===== src/sv/rational_arith_unit_top_defines.svh =====
// Assertion macros for the rational arithmetic unit.
// Included by the top level; relies on clk and rst_n in the including scope.
`ifndef RATIONAL_ARITH_UNIT_TOP_DEFINES_SVH
`define RATIONAL_ARITH_UNIT_TOP_DEFINES_SVH

// Same-cycle implication check
`define RAU_CHK_IMP(lbl, ante, cons) \
  lbl: assert property (@(posedge clk) disable iff (!rst_n) (ante) |-> (cons)) \
    else $error("rau: same-cycle check failed");

// Next-cycle implication check
`define RAU_CHK_NXT(lbl, ante, cons) \
  lbl: assert property (@(posedge clk) disable iff (!rst_n) (ante) |=> (cons)) \
    else $error("rau: next-cycle check failed");

`endif


===== src/sv/rau_pkg.sv =====
// Shared constants and types for the rational arithmetic unit.
// No dependencies; used by rau_div and rational_arith_unit_top.
package rau_pkg;

  localparam int DEF_OPERAND_WIDTH = 16;
  localparam int OPCODE_W          = 4;
  localparam int RES_NUM_W         = 33;
  localparam int RES_DEN_W         = 32;

  // Opcodes
  localparam logic [OPCODE_W-1:0] OP_ADD = 4'd0;
  localparam logic [OPCODE_W-1:0] OP_SUB = 4'd1;
  localparam logic [OPCODE_W-1:0] OP_MUL = 4'd2;
  localparam logic [OPCODE_W-1:0] OP_DIV = 4'd3;
  localparam logic [OPCODE_W-1:0] OP_LT  = 4'd4;
  localparam logic [OPCODE_W-1:0] OP_LE  = 4'd5;
  localparam logic [OPCODE_W-1:0] OP_GT  = 4'd6;
  localparam logic [OPCODE_W-1:0] OP_GE  = 4'd7;
  localparam logic [OPCODE_W-1:0] OP_EQ  = 4'd8;
  localparam logic [OPCODE_W-1:0] OP_NE  = 4'd9;

  // Divider status back to the sequencer
  typedef struct packed {
    logic busy;
    logic done;
  } div_stat_t;

endpackage


===== src/sv/rau_div.sv =====
// Bit-serial restoring divider, one quotient bit per cycle.
// Depends on rau_pkg (div_stat_t).
module rau_div #(
  parameter int NW = 32
) (
  input  logic              clk,
  input  logic              rst_n,
  input  logic              start,
  input  logic [NW-1:0]     dividend,
  input  logic [NW-1:0]     divisor,
  output logic [NW-1:0]     quotient,
  output rau_pkg::div_stat_t stat
);
  import rau_pkg::*;

  localparam int CW = $clog2(NW);

  logic [NW-1:0] q_r, r_r, d_r;
  logic [CW-1:0] cnt_r;
  logic          busy_r, done_r;

  // One restoring step: shift in next dividend bit, trial subtract
  logic [NW:0]   trial, diff;
  logic          ge;
  assign trial = {r_r, q_r[NW-1]};
  assign diff  = trial - {1'b0, d_r};
  assign ge    = !diff[NW];

  // Control
  always_ff @(posedge clk) begin
    if (!rst_n) begin
      busy_r <= 1'b0;
      done_r <= 1'b0;
      cnt_r  <= '0;
    end else begin
      done_r <= busy_r && (cnt_r == CW'(NW-1));
      if (start) begin
        busy_r <= 1'b1;
        cnt_r  <= '0;
      end else if (busy_r) begin
        cnt_r <= cnt_r + 1'b1;
        if (cnt_r == CW'(NW-1)) busy_r <= 1'b0;
      end
    end
  end

  // Datapath
  always_ff @(posedge clk) begin
    if (start) begin
      q_r <= dividend;
      r_r <= '0;
      d_r <= divisor;
    end else if (busy_r) begin
      q_r <= {q_r[NW-2:0], ge};
      r_r <= ge ? diff[NW-1:0] : trial[NW-1:0];
    end
  end

  assign quotient  = q_r;
  assign stat.busy = busy_r;
  assign stat.done = done_r;

endmodule


===== src/sv/rational_arith_unit_top.sv =====
// Rational arithmetic unit top level: serial multiply, binary gcd, serial divide.
// Depends on rau_pkg, rau_div and rational_arith_unit_top_defines.svh.
//
//   channel | direction | ports
//   in      | to block  | in_valid, in_stall, in_opcode, in_a_num, in_a_den, in_b_num, in_b_den
//   out     | from block| out_valid, out_stall, out_res_num, out_res_den, out_cmp_true, out_status
//
// One item at a time. Three shift-add products, then one combine state, which
// finishes comparisons. Arithmetic adds the binary gcd loop (shift and subtract
// steps, then one left shift per common factor of two restored) and two
// divisions in rau_div.
// Synchronous active-low reset returns to idle and empties the output register.
// The output register lets the next item in while a result waits there on out_stall.
`include "rational_arith_unit_top_defines.svh"

module rational_arith_unit_top #(
  parameter int OPERAND_WIDTH = rau_pkg::DEF_OPERAND_WIDTH
) (
  input  logic                                clk,
  input  logic                                rst_n,
  input  logic                                in_valid,
  output logic                                in_stall,
  input  logic [rau_pkg::OPCODE_W-1:0]        in_opcode,
  input  logic signed [OPERAND_WIDTH-1:0]     in_a_num,
  input  logic signed [OPERAND_WIDTH-1:0]     in_a_den,
  input  logic signed [OPERAND_WIDTH-1:0]     in_b_num,
  input  logic signed [OPERAND_WIDTH-1:0]     in_b_den,
  output logic                                out_valid,
  input  logic                                out_stall,
  output logic signed [rau_pkg::RES_NUM_W-1:0] out_res_num,
  output logic signed [rau_pkg::RES_DEN_W-1:0] out_res_den,
  output logic                                out_cmp_true,
  output logic                                out_status
);
  import rau_pkg::*;

  localparam int W  = OPERAND_WIDTH;
  localparam int NW = 2 * W;
  localparam int SW = NW + 1;
  localparam int CW = $clog2(W);
  localparam int KW = $clog2(NW + 1);
  localparam int XW = (NW > RES_NUM_W) ? NW : RES_NUM_W;

  typedef enum logic [8:0] {
    S_IDLE = 9'b000000001,
    S_LOAD = 9'b000000010,
    S_MUL  = 9'b000000100,
    S_COMB = 9'b000001000,
    S_GCD  = 9'b000010000,
    S_GSHL = 9'b000100000,
    S_DIVN = 9'b001000000,
    S_DIVD = 9'b010000000,
    S_DONE = 9'b100000000
  } state_t;

  function automatic logic [W-1:0] mag_of(input logic [W-1:0] v);
    return v[W-1] ? (~v + 1'b1) : v;
  endfunction

  function automatic logic [XW-1:0] to_bits(input logic neg, input logic [NW-1:0] mag);
    logic [XW-1:0] m;
    m = XW'(mag);
    return neg ? (~m + 1'b1) : m;
  endfunction

  state_t state_r, state_nxt;

  // Captured item, sign and magnitude
  logic [OPCODE_W-1:0] op_r;
  logic [W-1:0]        an_m_r, ad_m_r, bn_m_r, bd_m_r;
  logic                an_s_r, ad_s_r, bn_s_r, bd_s_r;

  // Serial multiplier
  logic [NW-1:0] acc_r;
  logic [CW-1:0] cnt_r;
  logic [1:0]    idx_r;
  logic [NW-1:0] prod_r [3];

  // Reduction
  logic [NW-1:0] num_mag_r, den_mag_r, x_r, y_r, nq_r;
  logic          sgn_r;
  logic [KW-1:0] k_r;

  // Result holding and output registers
  logic [RES_NUM_W-1:0] rnum_r;
  logic [RES_DEN_W-1:0] rden_r;
  logic                 rcmp_r, rstat_r;
  logic                 out_valid_r, out_cmp_r, out_stat_r;
  logic [RES_NUM_W-1:0] out_num_r;
  logic [RES_DEN_W-1:0] out_den_r;

  // Shared divider signals
  logic              div_start;
  logic [NW-1:0]     div_a, div_q;
  div_stat_t         div_stat;

  logic in_acc, out_load;
  assign in_stall = (state_r != S_IDLE);
  assign in_acc   = in_valid && !in_stall;
  assign out_load = (state_r == S_DONE) && (!out_valid_r || !out_stall);

  // Opcode classes
  logic is_sub, is_mul, is_div, is_arith, is_cmp;
  always_comb begin
    is_sub   = (op_r == OP_SUB);
    is_mul   = (op_r == OP_MUL);
    is_div   = (op_r == OP_DIV);
    is_arith = op_r inside {[OP_ADD:OP_DIV]};
    is_cmp   = op_r inside {[OP_LT:OP_NE]};
  end

  // Operand pair for the current product
  logic [W-1:0] mcand, mplier;
  always_comb begin
    case (idx_r)
      2'd0: begin
        mcand  = an_m_r;
        mplier = is_mul ? bn_m_r : bd_m_r;
      end
      2'd1: begin
        mcand  = (is_mul || is_div) ? '0 : bn_m_r;
        mplier = ad_m_r;
      end
      default: begin
        mcand  = ad_m_r;
        mplier = is_div ? bn_m_r : bd_m_r;
      end
    endcase
  end

  // Shift-add step: add multiplicand to upper half, shift right
  logic [W:0]    mul_sum;
  logic [NW-1:0] acc_nxt;
  assign mul_sum = {1'b0, acc_r[NW-1:W]} + {1'b0, (acc_r[0] ? mcand : W'(0))};
  assign acc_nxt = {mul_sum, acc_r[W-1:1]};

  // Combine products: signed cross terms, sum, compare
  logic                 s0, s1, s2;
  logic signed [SW-1:0] p_val, q_val, sum_val;
  logic [SW-1:0]        neg_sum;
  logic                 num_neg, den_zero, den_neg;
  logic [NW-1:0]        num_mag, den_mag;
  logic                 p_lt, p_eq, flip, lt_eff, gt_eff, cmp_res;
  logic [XW-1:0]        unred_num_x, unred_den_x, fin_num_x, fin_den_x;
  always_comb begin
    s0      = an_s_r ^ (is_mul ? bn_s_r : bd_s_r);
    s1      = bn_s_r ^ ad_s_r;
    s2      = ad_s_r ^ (is_div ? bn_s_r : bd_s_r);
    p_val   = s0 ? -$signed({1'b0, prod_r[0]}) : $signed({1'b0, prod_r[0]});
    q_val   = s1 ? -$signed({1'b0, prod_r[1]}) : $signed({1'b0, prod_r[1]});
    sum_val = is_sub ? (p_val - q_val) : (p_val + q_val);
    neg_sum = -sum_val;
    num_neg = sum_val[SW-1];
    num_mag = num_neg ? neg_sum[NW-1:0] : sum_val[NW-1:0];
    den_mag = prod_r[2];
    den_zero = (den_mag == '0);
    den_neg  = s2 && !den_zero;
    // comparison; ordering flips unless the denominator product is positive
    p_lt   = (p_val < q_val);
    p_eq   = (p_val == q_val);
    flip   = den_zero || s2;
    lt_eff = flip ? (!p_lt && !p_eq) : p_lt;
    gt_eff = flip ? p_lt : (!p_lt && !p_eq);
    case (op_r)
      OP_LT:   cmp_res = lt_eff;
      OP_LE:   cmp_res = lt_eff || p_eq;
      OP_GT:   cmp_res = gt_eff;
      OP_GE:   cmp_res = gt_eff || p_eq;
      OP_EQ:   cmp_res = p_eq;
      OP_NE:   cmp_res = !p_eq;
      default: cmp_res = 1'b0;
    endcase
    unred_num_x = to_bits(num_neg, num_mag);
    unred_den_x = to_bits(den_neg, den_mag);
    fin_num_x   = to_bits(sgn_r, nq_r);
    fin_den_x   = XW'(div_q);
  end

  // Shared divider: numerator first, then denominator, both by the gcd
  assign div_start = ((state_r == S_GSHL) && (k_r == '0)) ||
                     ((state_r == S_DIVN) && div_stat.done);
  assign div_a     = (state_r == S_GSHL) ? num_mag_r : den_mag_r;

  rau_div #(.NW(NW)) u_div (
    .clk      (clk),
    .rst_n    (rst_n),
    .start    (div_start),
    .dividend (div_a),
    .divisor  (x_r),
    .quotient (div_q),
    .stat     (div_stat)
  );

  // Sequencer next state
  always_comb begin
    state_nxt = state_r;
    case (state_r)
      S_IDLE: if (in_acc) state_nxt = S_LOAD;
      S_LOAD: state_nxt = S_MUL;
      S_MUL: begin
        if (cnt_r == CW'(W-1)) state_nxt = (idx_r == 2'd2) ? S_COMB : S_LOAD;
      end
      S_COMB: begin
        if (is_arith && !den_zero && (num_mag != '0)) state_nxt = S_GCD;
        else state_nxt = S_DONE;
      end
      S_GCD:  if ((x_r == '0) || (y_r == '0)) state_nxt = S_GSHL;
      S_GSHL: if (k_r == '0) state_nxt = S_DIVN;
      S_DIVN: if (div_stat.done) state_nxt = S_DIVD;
      S_DIVD: if (div_stat.done) state_nxt = S_DONE;
      S_DONE: if (out_load) state_nxt = S_IDLE;
      default: state_nxt = S_IDLE;
    endcase
  end

  // Control registers
  always_ff @(posedge clk) begin
    if (!rst_n) begin
      state_r     <= S_IDLE;
      out_valid_r <= 1'b0;
    end else begin
      state_r <= state_nxt;
      if (out_load) out_valid_r <= 1'b1;
      else if (!out_stall) out_valid_r <= 1'b0;
    end
  end

  // Datapath registers
  always_ff @(posedge clk) begin
    case (state_r)
      S_IDLE: begin
        if (in_acc) begin
          op_r   <= in_opcode;
          an_m_r <= mag_of(in_a_num);
          ad_m_r <= mag_of(in_a_den);
          bn_m_r <= mag_of(in_b_num);
          bd_m_r <= mag_of(in_b_den);
          an_s_r <= in_a_num[W-1];
          ad_s_r <= in_a_den[W-1];
          bn_s_r <= in_b_num[W-1];
          bd_s_r <= in_b_den[W-1];
          idx_r  <= 2'd0;
        end
      end
      S_LOAD: begin
        acc_r <= {W'(0), mplier};
        cnt_r <= '0;
      end
      S_MUL: begin
        acc_r <= acc_nxt;
        cnt_r <= cnt_r + 1'b1;
        if (cnt_r == CW'(W-1)) begin
          prod_r[idx_r] <= acc_nxt;
          idx_r         <= idx_r + 2'd1;
        end
      end
      S_COMB: begin
        rcmp_r  <= 1'b0;
        rstat_r <= 1'b0;
        rnum_r  <= '0;
        rden_r  <= '0;
        if (is_cmp) begin
          rcmp_r <= cmp_res;
        end else if (is_arith) begin
          if (den_zero) begin
            rstat_r <= 1'b1;
            rnum_r  <= unred_num_x[RES_NUM_W-1:0];
          end else if (num_mag == '0) begin
            rden_r <= unred_den_x[RES_DEN_W-1:0];
          end
        end
        num_mag_r <= num_mag;
        den_mag_r <= den_mag;
        sgn_r     <= num_neg ^ den_neg;
        x_r       <= num_mag;
        y_r       <= den_mag;
        k_r       <= '0;
      end
      // Binary gcd: strip common twos, halve an even operand, subtract odd from odd
      S_GCD: begin
        if (x_r == '0) begin
          x_r <= y_r;
        end else if (y_r == '0) begin
          x_r <= x_r;
        end else if (!x_r[0] && !y_r[0]) begin
          x_r <= x_r >> 1;
          y_r <= y_r >> 1;
          k_r <= k_r + 1'b1;
        end else if (!x_r[0]) begin
          x_r <= x_r >> 1;
        end else if (!y_r[0]) begin
          y_r <= y_r >> 1;
        end else if (x_r >= y_r) begin
          x_r <= x_r - y_r;
        end else begin
          y_r <= y_r - x_r;
        end
      end
      // Restore the common power of two, one bit a cycle
      S_GSHL: begin
        if (k_r != '0) begin
          x_r <= x_r << 1;
          k_r <= k_r - 1'b1;
        end
      end
      S_DIVN: if (div_stat.done) nq_r <= div_q;
      S_DIVD: begin
        if (div_stat.done) begin
          rnum_r <= fin_num_x[RES_NUM_W-1:0];
          rden_r <= fin_den_x[RES_DEN_W-1:0];
        end
      end
      S_DONE: begin
        if (out_load) begin
          out_num_r <= rnum_r;
          out_den_r <= rden_r;
          out_cmp_r <= rcmp_r;
          out_stat_r <= rstat_r;
        end
      end
      default: ;
    endcase
  end

  assign out_valid    = out_valid_r;
  assign out_res_num  = out_num_r;
  assign out_res_den  = out_den_r;
  assign out_cmp_true = out_cmp_r;
  assign out_status   = out_stat_r;

  // Checks
  `RAU_CHK_NXT(a_busy_after_accept, in_valid && !in_stall, in_stall)
  `RAU_CHK_IMP(a_div_idle, state_r == S_IDLE, !div_stat.busy)
  `RAU_CHK_IMP(a_cmp_clean, out_valid && out_cmp_true,
               (out_res_num == '0) && (out_res_den == '0) && !out_status)
  `RAU_CHK_IMP(a_status_den, out_valid && out_status, out_res_den == '0)

endmodule

===== config.mk =====
export PLATFORM = sky130hd
export DESIGN_NAME = rational_arith_unit_top
export DESIGN_NICKNAME = d
export VERILOG_FILES = /design/src/sv/rau_pkg.sv /design/src/sv/rau_div.sv /design/src/sv/rational_arith_unit_top.sv
export VERILOG_INCLUDE_DIRS = /design/src /design/src/sv
export SDC_FILE = /design/constraint.sdc
export NUM_CORES = 2
export LEC_CHECK = 0
export CAP_MARGIN = 20
export CORE_AREA = 5 5 297 241
export CTS_CLUSTER_DIAMETER = 200
export DETAILED_ROUTE_END_ITERATION = 6
export DIE_AREA = 0 0 302 246
export DONT_BUFFER_PORTS = 1
export PLACE_DENSITY = 0.79
export SLEW_MARGIN = 20
export SYNTH_ARGS = -nofsm -noshare
export SYNTH_HDL_FRONTEND = slang
export SYNTH_HIERARCHICAL = 1
export SYNTH_SLANG_ARGS = --single-unit

===== constraint.sdc =====
create_clock -name clk -period 9.8 [get_ports clk]
set_input_delay 0.98 -clock clk [delete_from_list [all_inputs] [get_ports clk]]
set_output_delay 0.98 -clock clk [all_outputs]
set_load 0.005 [all_outputs]

**Yosys cells after proc, flatten, opt, wreduce, memory -nomap -nowiden**

Memories as Yosys holds them, arrays and structs flattened.
Cells that the tools add are included.

- Bits in registers: 524
- Memory bits (writable): 96
- Input port bits: 72
- Output and inout bits: 69
- Memories: 1

- Add/sub/neg operators: 21
- $lt $le $gt $ge: 6
- Equal/unequal tests: 41
- Multiplexer cells: 81
- Bitwise gates (word level): 13
- Reduce and logical (&&, ||, !) cells: 55

Memory list:

| memory | words | bits a word | read ports | clocked after Yosys merged registers in | write ports | line | RTL |
|---|---|---|---|---|---|---|---|
| prod_r | 3 | 32 | 3 | 0 | 1 | rational_arith_unit_top.sv:77 | `logic [NW-1:0] prod_r [3];` |

Operators with widths:

| operator | count |
|---|---|
| $mux W32 | 24 |
| $mux W33 | 9 |
| $pmux W32 S2 | 3 |
| $logic_not A32 Y1 | 4 |
| $pmux W32 S3 | 1 |
| $pmux W9 S9 | 1 |
| $mux W9 | 8 |
| $add A33 B1 Y33 const B | 2 |
| $neg A32 Y33 | 2 |
| $not A32 Y33 | 2 |
| $pmux W33 S2 | 1 |
| $add A16 B1 Y16 const B | 4 |
| $mux W16 | 4 |
| $not A16 Y16 | 4 |
| $pmux W16 S2 | 2 |
| $sub A32 B32 Y32 | 2 |
| $mux W15 | 4 |
| $add A33 B33 Y33 | 1 |
| $eq A33 B33 Y1 | 1 |
| $lt A33 B33 Y1 | 1 |
| $sub A33 B32 Y33 | 1 |
| $sub A33 B33 Y33 | 1 |
| $add A32 B1 Y32 const B | 1 |
| $ge A32 B32 Y1 | 1 |
| other kinds (59) | 133 |

**Depth between registers and ports, before layout**

- Depth in word-level cells: 15
- Mapped depth: 33

**Modules after synthesis**

Netlist, hierarchy kept.

By module, submodules not included:

| module | times used | cells an instance | area an instance (µm²) | sequential area each (µm²) |
|---|---|---|---|---|
| rational_arith_unit_top | 1 | 3,438 | 33,971.3 | 15,424.8 |
| rau_div | 1 | 572 | 5,790.6 | 2,702.6 |

**Worst setup path after synthesis**

No wires, ideal clock.

- Kind: flip-flop to flip-flop
- From: memory prod_r[0][2]
- To: register rnum_r[24] (data pin)
- Library setup time: 0.271 ns
- Data arrival time: 7.204 ns
- Path slack: 2.324 ns
- Cell stages (with the launch flop): 34
- Path buffers: 5
- Period minus slack after synthesis: 7.476 ns
- Path through: edfxtp_1 > nor2_1 > nor4b_1 > nor2b_1 > nand3b_1 > or4_1 > or3_1 > nor4_1 > a21oi_1 > xor2_1 > ha_1 > clkbuf_1 > inv_1 > a21oi_1 > o31ai_1 > or3_1 > o21ai_0 > a211oi_1 > or3_1 > clkbuf_1 > nand2_1 > buf_1 > clkbuf_1 > clkbuf_1 > nand2_1 > o21ai_0 > ha_1 > o2111ai_1 > a221oi_1 > and3_1 > nand3_1 > o21ai_0 > xor2_1 > o22ai_1

RTL lines:

| what | line | RTL |
|---|---|---|
| start: declaration | rational_arith_unit_top.sv:77 |  |
| end signal: assignment | rational_arith_unit_top.sv:267 | `rnum_r <= unred_num_x[RES_NUM_W-1:0];` |
| end signal: assignment | rational_arith_unit_top.sv:309 | `rnum_r <= fin_num_x[RES_NUM_W-1:0];` |
| end: declaration | rational_arith_unit_top.sv:85 | `logic [RES_NUM_W-1:0] rnum_r;` |

**Worst setup path in the final report**

- From: register op_r[3]
- To: register rden_r[31] (data pin)

- Longest elaborated chain between the ends: 14

RTL lines:

| what | line | RTL |
|---|---|---|
| start: declaration | rational_arith_unit_top.sv:69 | `logic [OPCODE_W-1:0] op_r;` |
| start signal: assignment | rational_arith_unit_top.sv:233 | `op_r <= in_opcode;` |
| $eq A4 B2 Y1 | rational_arith_unit_top.sv:106 | `is_mul = (op_r == OP_MUL);` |
| $mux W1 | rational_arith_unit_top.sv:146 | `s0 = an_s_r ^ (is_mul ? bn_s_r : bd_s_r);` |
| $xor A1 B1 Y1 | rational_arith_unit_top.sv:146 |  |
| $mux W33 | rational_arith_unit_top.sv:149 | `p_val = s0 ? -$signed({1'b0, prod_r[0]}) : $signed({1'b0, prod_r[0]});` |
| $add A33 B33 Y33 or $sub A33 B33 Y33 (tied branches) | rational_arith_unit_top.sv:151 | `sum_val = is_sub ? (p_val - q_val) : (p_val + q_val);` |
| $mux W33 | rational_arith_unit_top.sv:151 |  |
| $neg A32 Y32 | rational_arith_unit_top.sv:152 | `neg_sum = -sum_val;` |
| $mux W32 | rational_arith_unit_top.sv:154 | `num_mag = num_neg ? neg_sum[NW-1:0] : sum_val[NW-1:0];` |
| $logic_not A32 Y1 | rational_arith_unit_top.sv:268 | `end else if (num_mag == '0) begin` |
| $mux W32 | rational_arith_unit_top.sv:268 |  |
| $mux W32 | rational_arith_unit_top.sv:265 | `if (den_zero) begin` |
| $mux W32 | rational_arith_unit_top.sv:264 | `end else if (is_arith) begin` |
| $mux W32 * | rational_arith_unit_top.sv:262 | `if (is_cmp) begin` |
| $pmux W32 S2 * | rational_arith_unit_top.sv:230 | `case (state_r)` |
| end signal: assignment | rational_arith_unit_top.sv:269 | `rden_r <= unred_den_x[RES_DEN_W-1:0];` |
| end signal: assignment | rational_arith_unit_top.sv:310 | `rden_r <= fin_den_x[RES_DEN_W-1:0];` |
| end: declaration | rational_arith_unit_top.sv:86 | `logic [RES_DEN_W-1:0] rden_r;` |

Every way passes the cells marked *; elsewhere a longest branch is shown, timed or not.
A chain may end at the register's enable or synchronous reset.

==> results.md <==
Outcome:
- The flow ran to the end, but the final reports show violations.
- The final reports fail on design-rule violations.

Final layout:
- The repair_antennas step left the layout with diodes totalling 0.
- The finished layout holds 4903 standard cells, fillers aside.
- Compared with the post-synthesis result, the final layout area differs by 7.333%.
- The final layout contains 4205 nets.
- The proportion of layout cells with a drive suffix above 1 is 0.07112.

Detailed routing:
- The remaining antenna violation count is 0.
- The met1 routed wirelength after detailed routing is 51340 um.
- The number of search-and-repair iterations in the first detailed-routing pass is 7.
- After detailed routing, no signal wire sits above met4.
- After the first detailed-routing iteration, the DRC count stood at 5056.
- The total met3 wirelength after detailed routing is 14750 um.
- Dividing the detail-routed wire length by the instance count gives 24.65 um.
- After detailed routing, the total wire length is 120900 um.
- The via density per instance is 6.578.
- The sum of met2 wire segment lengths after detailed routing is 50860 um.
- Across all layers, the routed design uses 32250 vias.
- The post-detailed-route DRC marker count is 12.

Global route:
- The first global-routing pass estimated 181700 um of wire.
- The total congestion overflow after global routing is 0.
- The initial antenna violation count is 3.
- The largest net degree at the start of global routing is 88.
- The number of global-route vias before repair came to 29490.
- The overall track demand over capacity in global routing is 0.3167.

Critical path:
- For the worst setup path, the data required time is 10.29 ns.
- The worst setup path is of the reg2reg kind.
- The category of the worst setup path capture point is a flip-flop.
- STA classifies the critical path startpoint as a flip-flop.
- Along the worst path, the maximum fanout reaches 32.
- The number of cells on the worst reg-to-reg path is 26.
- Data on the critical path arrives at its endpoint at 9.47 ns.

STA:
- The number of hold-slack violations in the final timing report is 0.
- The transition time at the pin with the least slew margin is 1.218 ns.
- The clock arrives with 0.05295 ns of skew.
- The relative slew slack is 0.1822.
- Static timing analysis puts the maximum clock frequency at 111.4 MHz.
- The shortest period the worst path allows is 8.975 ns.
- Setup violations remaining at the end of the flow were counted as 0.
- The period utilization is 0.9158.
- The max-slew violation count is 0.
- The setup TNS is 0 ns.
- Setup repair after global routing left no endpoint under its margin.

Hold path:
- Counting instances, the worst hold path has a depth of 0.
- The tightest min-delay check is of the in2reg type.

Die:
- The core region is 0.06822 mm^2.
- The I/O pin total is 141.
- The die is 302 um wide.
- The floorplan step defined a die boundary enclosing 0.07429 mm^2.
- The die height is 246 um.
- In this run the core area contains 86 standard-cell rows.
- The initial core utilization is 0.5827.

CTS:
- The number of buffers added to fix hold violations after cts is 0.
- The root buffer cell chosen for the clock tree is sky130_fd_sc_hd__clkbuf_16.
- The longest clock path from root to sink contains 3 buffers.
- The number of clock buffers inserted by TritonCTS is 61.
- At the later pin of the worst-skew pair, clock insertion delay measures 0.67 ns.
- CTS built an H-tree with a depth of 2.
- The number of setup buffers added after CTS is 0.
- The count of clock tree sinks is 620.
- Once the clock tree was built, the resizer swapped 0 gates to a different size.
- After clock tree synthesis, the clock-pin slew on the worst setup and hold paths is 0.07 ns.
- The CTS tree is yes.

Synthesis:
- The number of nets in the synthesized netlist is 4287.
- In this run the cell area of the synthesized design comes to 0.03975 mm^2.
- Synthesis produced a netlist whose cell count is 4009.
- In this run the mean area of a mapped cell was 9.916 um^2.
- Yosys printed 6 warnings.

Power:
- The leakage component of the power is 15.65 nW.
- The worst voltage drop across the vdd grid is 327.8 uV.
- Power spread over the standard cell area amounts to 356.2 mW/mm^2.

Place:
- The count of input and output buffers is 0.
- The final estimated routing congestion in global placement is 1.024.
- Summed over all nets, the half-perimeter wirelength after detailed placement is 91870 um.
- The placed cell count is 4787.

Flow run:
- The tool flagged a number of max-cap violations equal to 0.
==> area by class of cell <==
cell class	count	area [um^2]
Inverter	241	904.6
Timing Repair Buffer	50	395.4
Clock buffer	63	1534
Tap cell	924	1156
Multi-Input combinational cell	2953	19980
Fill cell	5497	25550
Sequential cell	620	18130
Clock inverter	52	566.8
==> worst max-delay path, cell delays in order, from the launching register on <==
cell and delay, ns:
sky130_fd_sc_hd__edfxtp_1 0.51, sky130_fd_sc_hd__nor2_1 0.22, sky130_fd_sc_hd__nand2_1 0.10, sky130_fd_sc_hd__nor2_1 0.11, sky130_fd_sc_hd__buf_4 0.29, sky130_fd_sc_hd__mux2i_1 0.43, sky130_fd_sc_hd__xor2_1 0.89, sky130_fd_sc_hd__nor2_1 0.15
sky130_fd_sc_hd__xor2_1 0.21, sky130_fd_sc_hd__ha_1 0.45, sky130_fd_sc_hd__nor4_2 0.73, sky130_fd_sc_hd__o31ai_2 0.23, sky130_fd_sc_hd__a31oi_1 0.28, sky130_fd_sc_hd__o21a_1 0.25, sky130_fd_sc_hd__o21ai_1 0.17, sky130_fd_sc_hd__a211oi_1 0.32
sky130_fd_sc_hd__or3_1 0.28, sky130_fd_sc_hd__nand2_1 0.23, sky130_fd_sc_hd__buf_4 0.29, sky130_fd_sc_hd__o21ai_0 0.24, sky130_fd_sc_hd__ha_1 0.22, sky130_fd_sc_hd__o2111ai_1 0.20, sky130_fd_sc_hd__a221oi_1 0.57, sky130_fd_sc_hd__and3_1 0.25
sky130_fd_sc_hd__and4_4 0.29, sky130_fd_sc_hd__nand4_4 0.51, sky130_fd_sc_hd__o21ai_0 0.37
==> per-layer routing <==
| metal | global-route usage | vias up |
|---|---|---|
| met2 | 0.4552 | 1914 |
| li1 | - | 14610 |
| met4 | 0.09381 | 0 |
| met1 | 0.4813 | 15530 |
| met5 | 0 | - |
| met3 | 0.06943 | 192 |
==> cell usage in the layout, fill, tap and decap left out, types with 22 or more instances in the layout <==
| master | instances |
|---|---|
| sky130_fd_sc_hd__o21ai_0 | 252 |
| sky130_fd_sc_hd__a221oi_1 | 35 |
| sky130_fd_sc_hd__o21bai_1 | 26 |
| sky130_fd_sc_hd__nand2_1 | 390 |
| sky130_fd_sc_hd__nor4_1 | 56 |
| sky130_fd_sc_hd__nand3_1 | 65 |
| sky130_fd_sc_hd__xor2_1 | 155 |
| sky130_fd_sc_hd__o211ai_1 | 25 |
| sky130_fd_sc_hd__clkbuf_16 | 61 |
| sky130_fd_sc_hd__xnor2_1 | 204 |
| sky130_fd_sc_hd__a222oi_1 | 45 |
| sky130_fd_sc_hd__a211oi_1 | 32 |
| sky130_fd_sc_hd__a31oi_1 | 26 |
| sky130_fd_sc_hd__o21a_1 | 26 |
| sky130_fd_sc_hd__nand2b_1 | 37 |
| sky130_fd_sc_hd__and2_1 | 36 |
| sky130_fd_sc_hd__mux2_2 | 50 |
| sky130_fd_sc_hd__and3_1 | 31 |
| sky130_fd_sc_hd__nor2_1 | 300 |
| sky130_fd_sc_hd__a22oi_1 | 30 |
| sky130_fd_sc_hd__or3_1 | 45 |
| sky130_fd_sc_hd__a21oi_1 | 255 |
| sky130_fd_sc_hd__a21o_1 | 70 |
| sky130_fd_sc_hd__edfxtp_1 | 571 |
| sky130_fd_sc_hd__a311oi_1 | 22 |
| sky130_fd_sc_hd__nor2b_1 | 49 |
| sky130_fd_sc_hd__mux2i_1 | 37 |
| sky130_fd_sc_hd__o21ai_1 | 25 |
| sky130_fd_sc_hd__inv_1 | 238 |
| sky130_fd_sc_hd__dfxtp_1 | 48 |
| sky130_fd_sc_hd__o31ai_1 | 52 |
| sky130_fd_sc_hd__nand4_1 | 37 |
| sky130_fd_sc_hd__buf_4 | 49 |
| sky130_fd_sc_hd__nor3_1 | 72 |
| sky130_fd_sc_hd__ha_1 | 199 |
==> per-stage QoR <==
step / total power, mW / cell area [um^2] / utilization / hold slack (ns) / setup slack [ns]
detailed placement: 12.36 / 40530 / 0.5941 / 0.4045 / 1.103
global placement: 12.26 / 40520 / 0.5940 / 0.4007 / 1.411
CTS: 14.82 / 42630 / 0.6249 / 0.3922 / 1.074
floorplan: 9.322 / 39750 / - / 0.4003 / 2.324
finish: 15.20 / 42670 / 0.6255 / 0.4048 / 0.8249
global route: 15.78 / 42670 / 0.6255 / 0.3968 / 0.3361
==> state kept, by name (all words and copies together) (netlist names), 5 cells and up <==
register        cells
nq_r               32
u_div/r_r          32
an_m_r             16
bn_m_r             16
u_div/d_r          32
den_mag_r          32
k_r                 6
prod_r             96
u_div/quotient     32
rden_r             32
out_res_den        32
out_res_num        33
bd_m_r             16
ad_m_r             16
num_mag_r          32
x_r                32
acc_r              32
rnum_r             33
state_r             9
u_div/cnt_r         5
y_r                32
==> where the power goes <==
group	leakage (nW)	total, mW	internal, mW	switching, mW
registers	5.42	3.63	3.44	0.184
clock network	0.994	2.46	1.38	1.08
logic	9.24	9.11	2.87	6.24
total	15.6	15.2	7.70	7.50
==> final timing paths <==
kind	to	slack (ns)	startpoint
max	rden_r[31]$_DFFE_PP_	0.82	op_r[3]$_DFFE_PP_
min	op_r[1]$_DFFE_PP_	0.40	in_opcode[1]
min reg2reg	out_res_den[17]$_DFFE_PP_	0.42	rden_r[17]$_DFFE_PP_
max reg2reg	rden_r[31]$_DFFE_PP_	0.82	op_r[3]$_DFFE_PP_
Note: power is estimated with default switching activity, not from simulation.
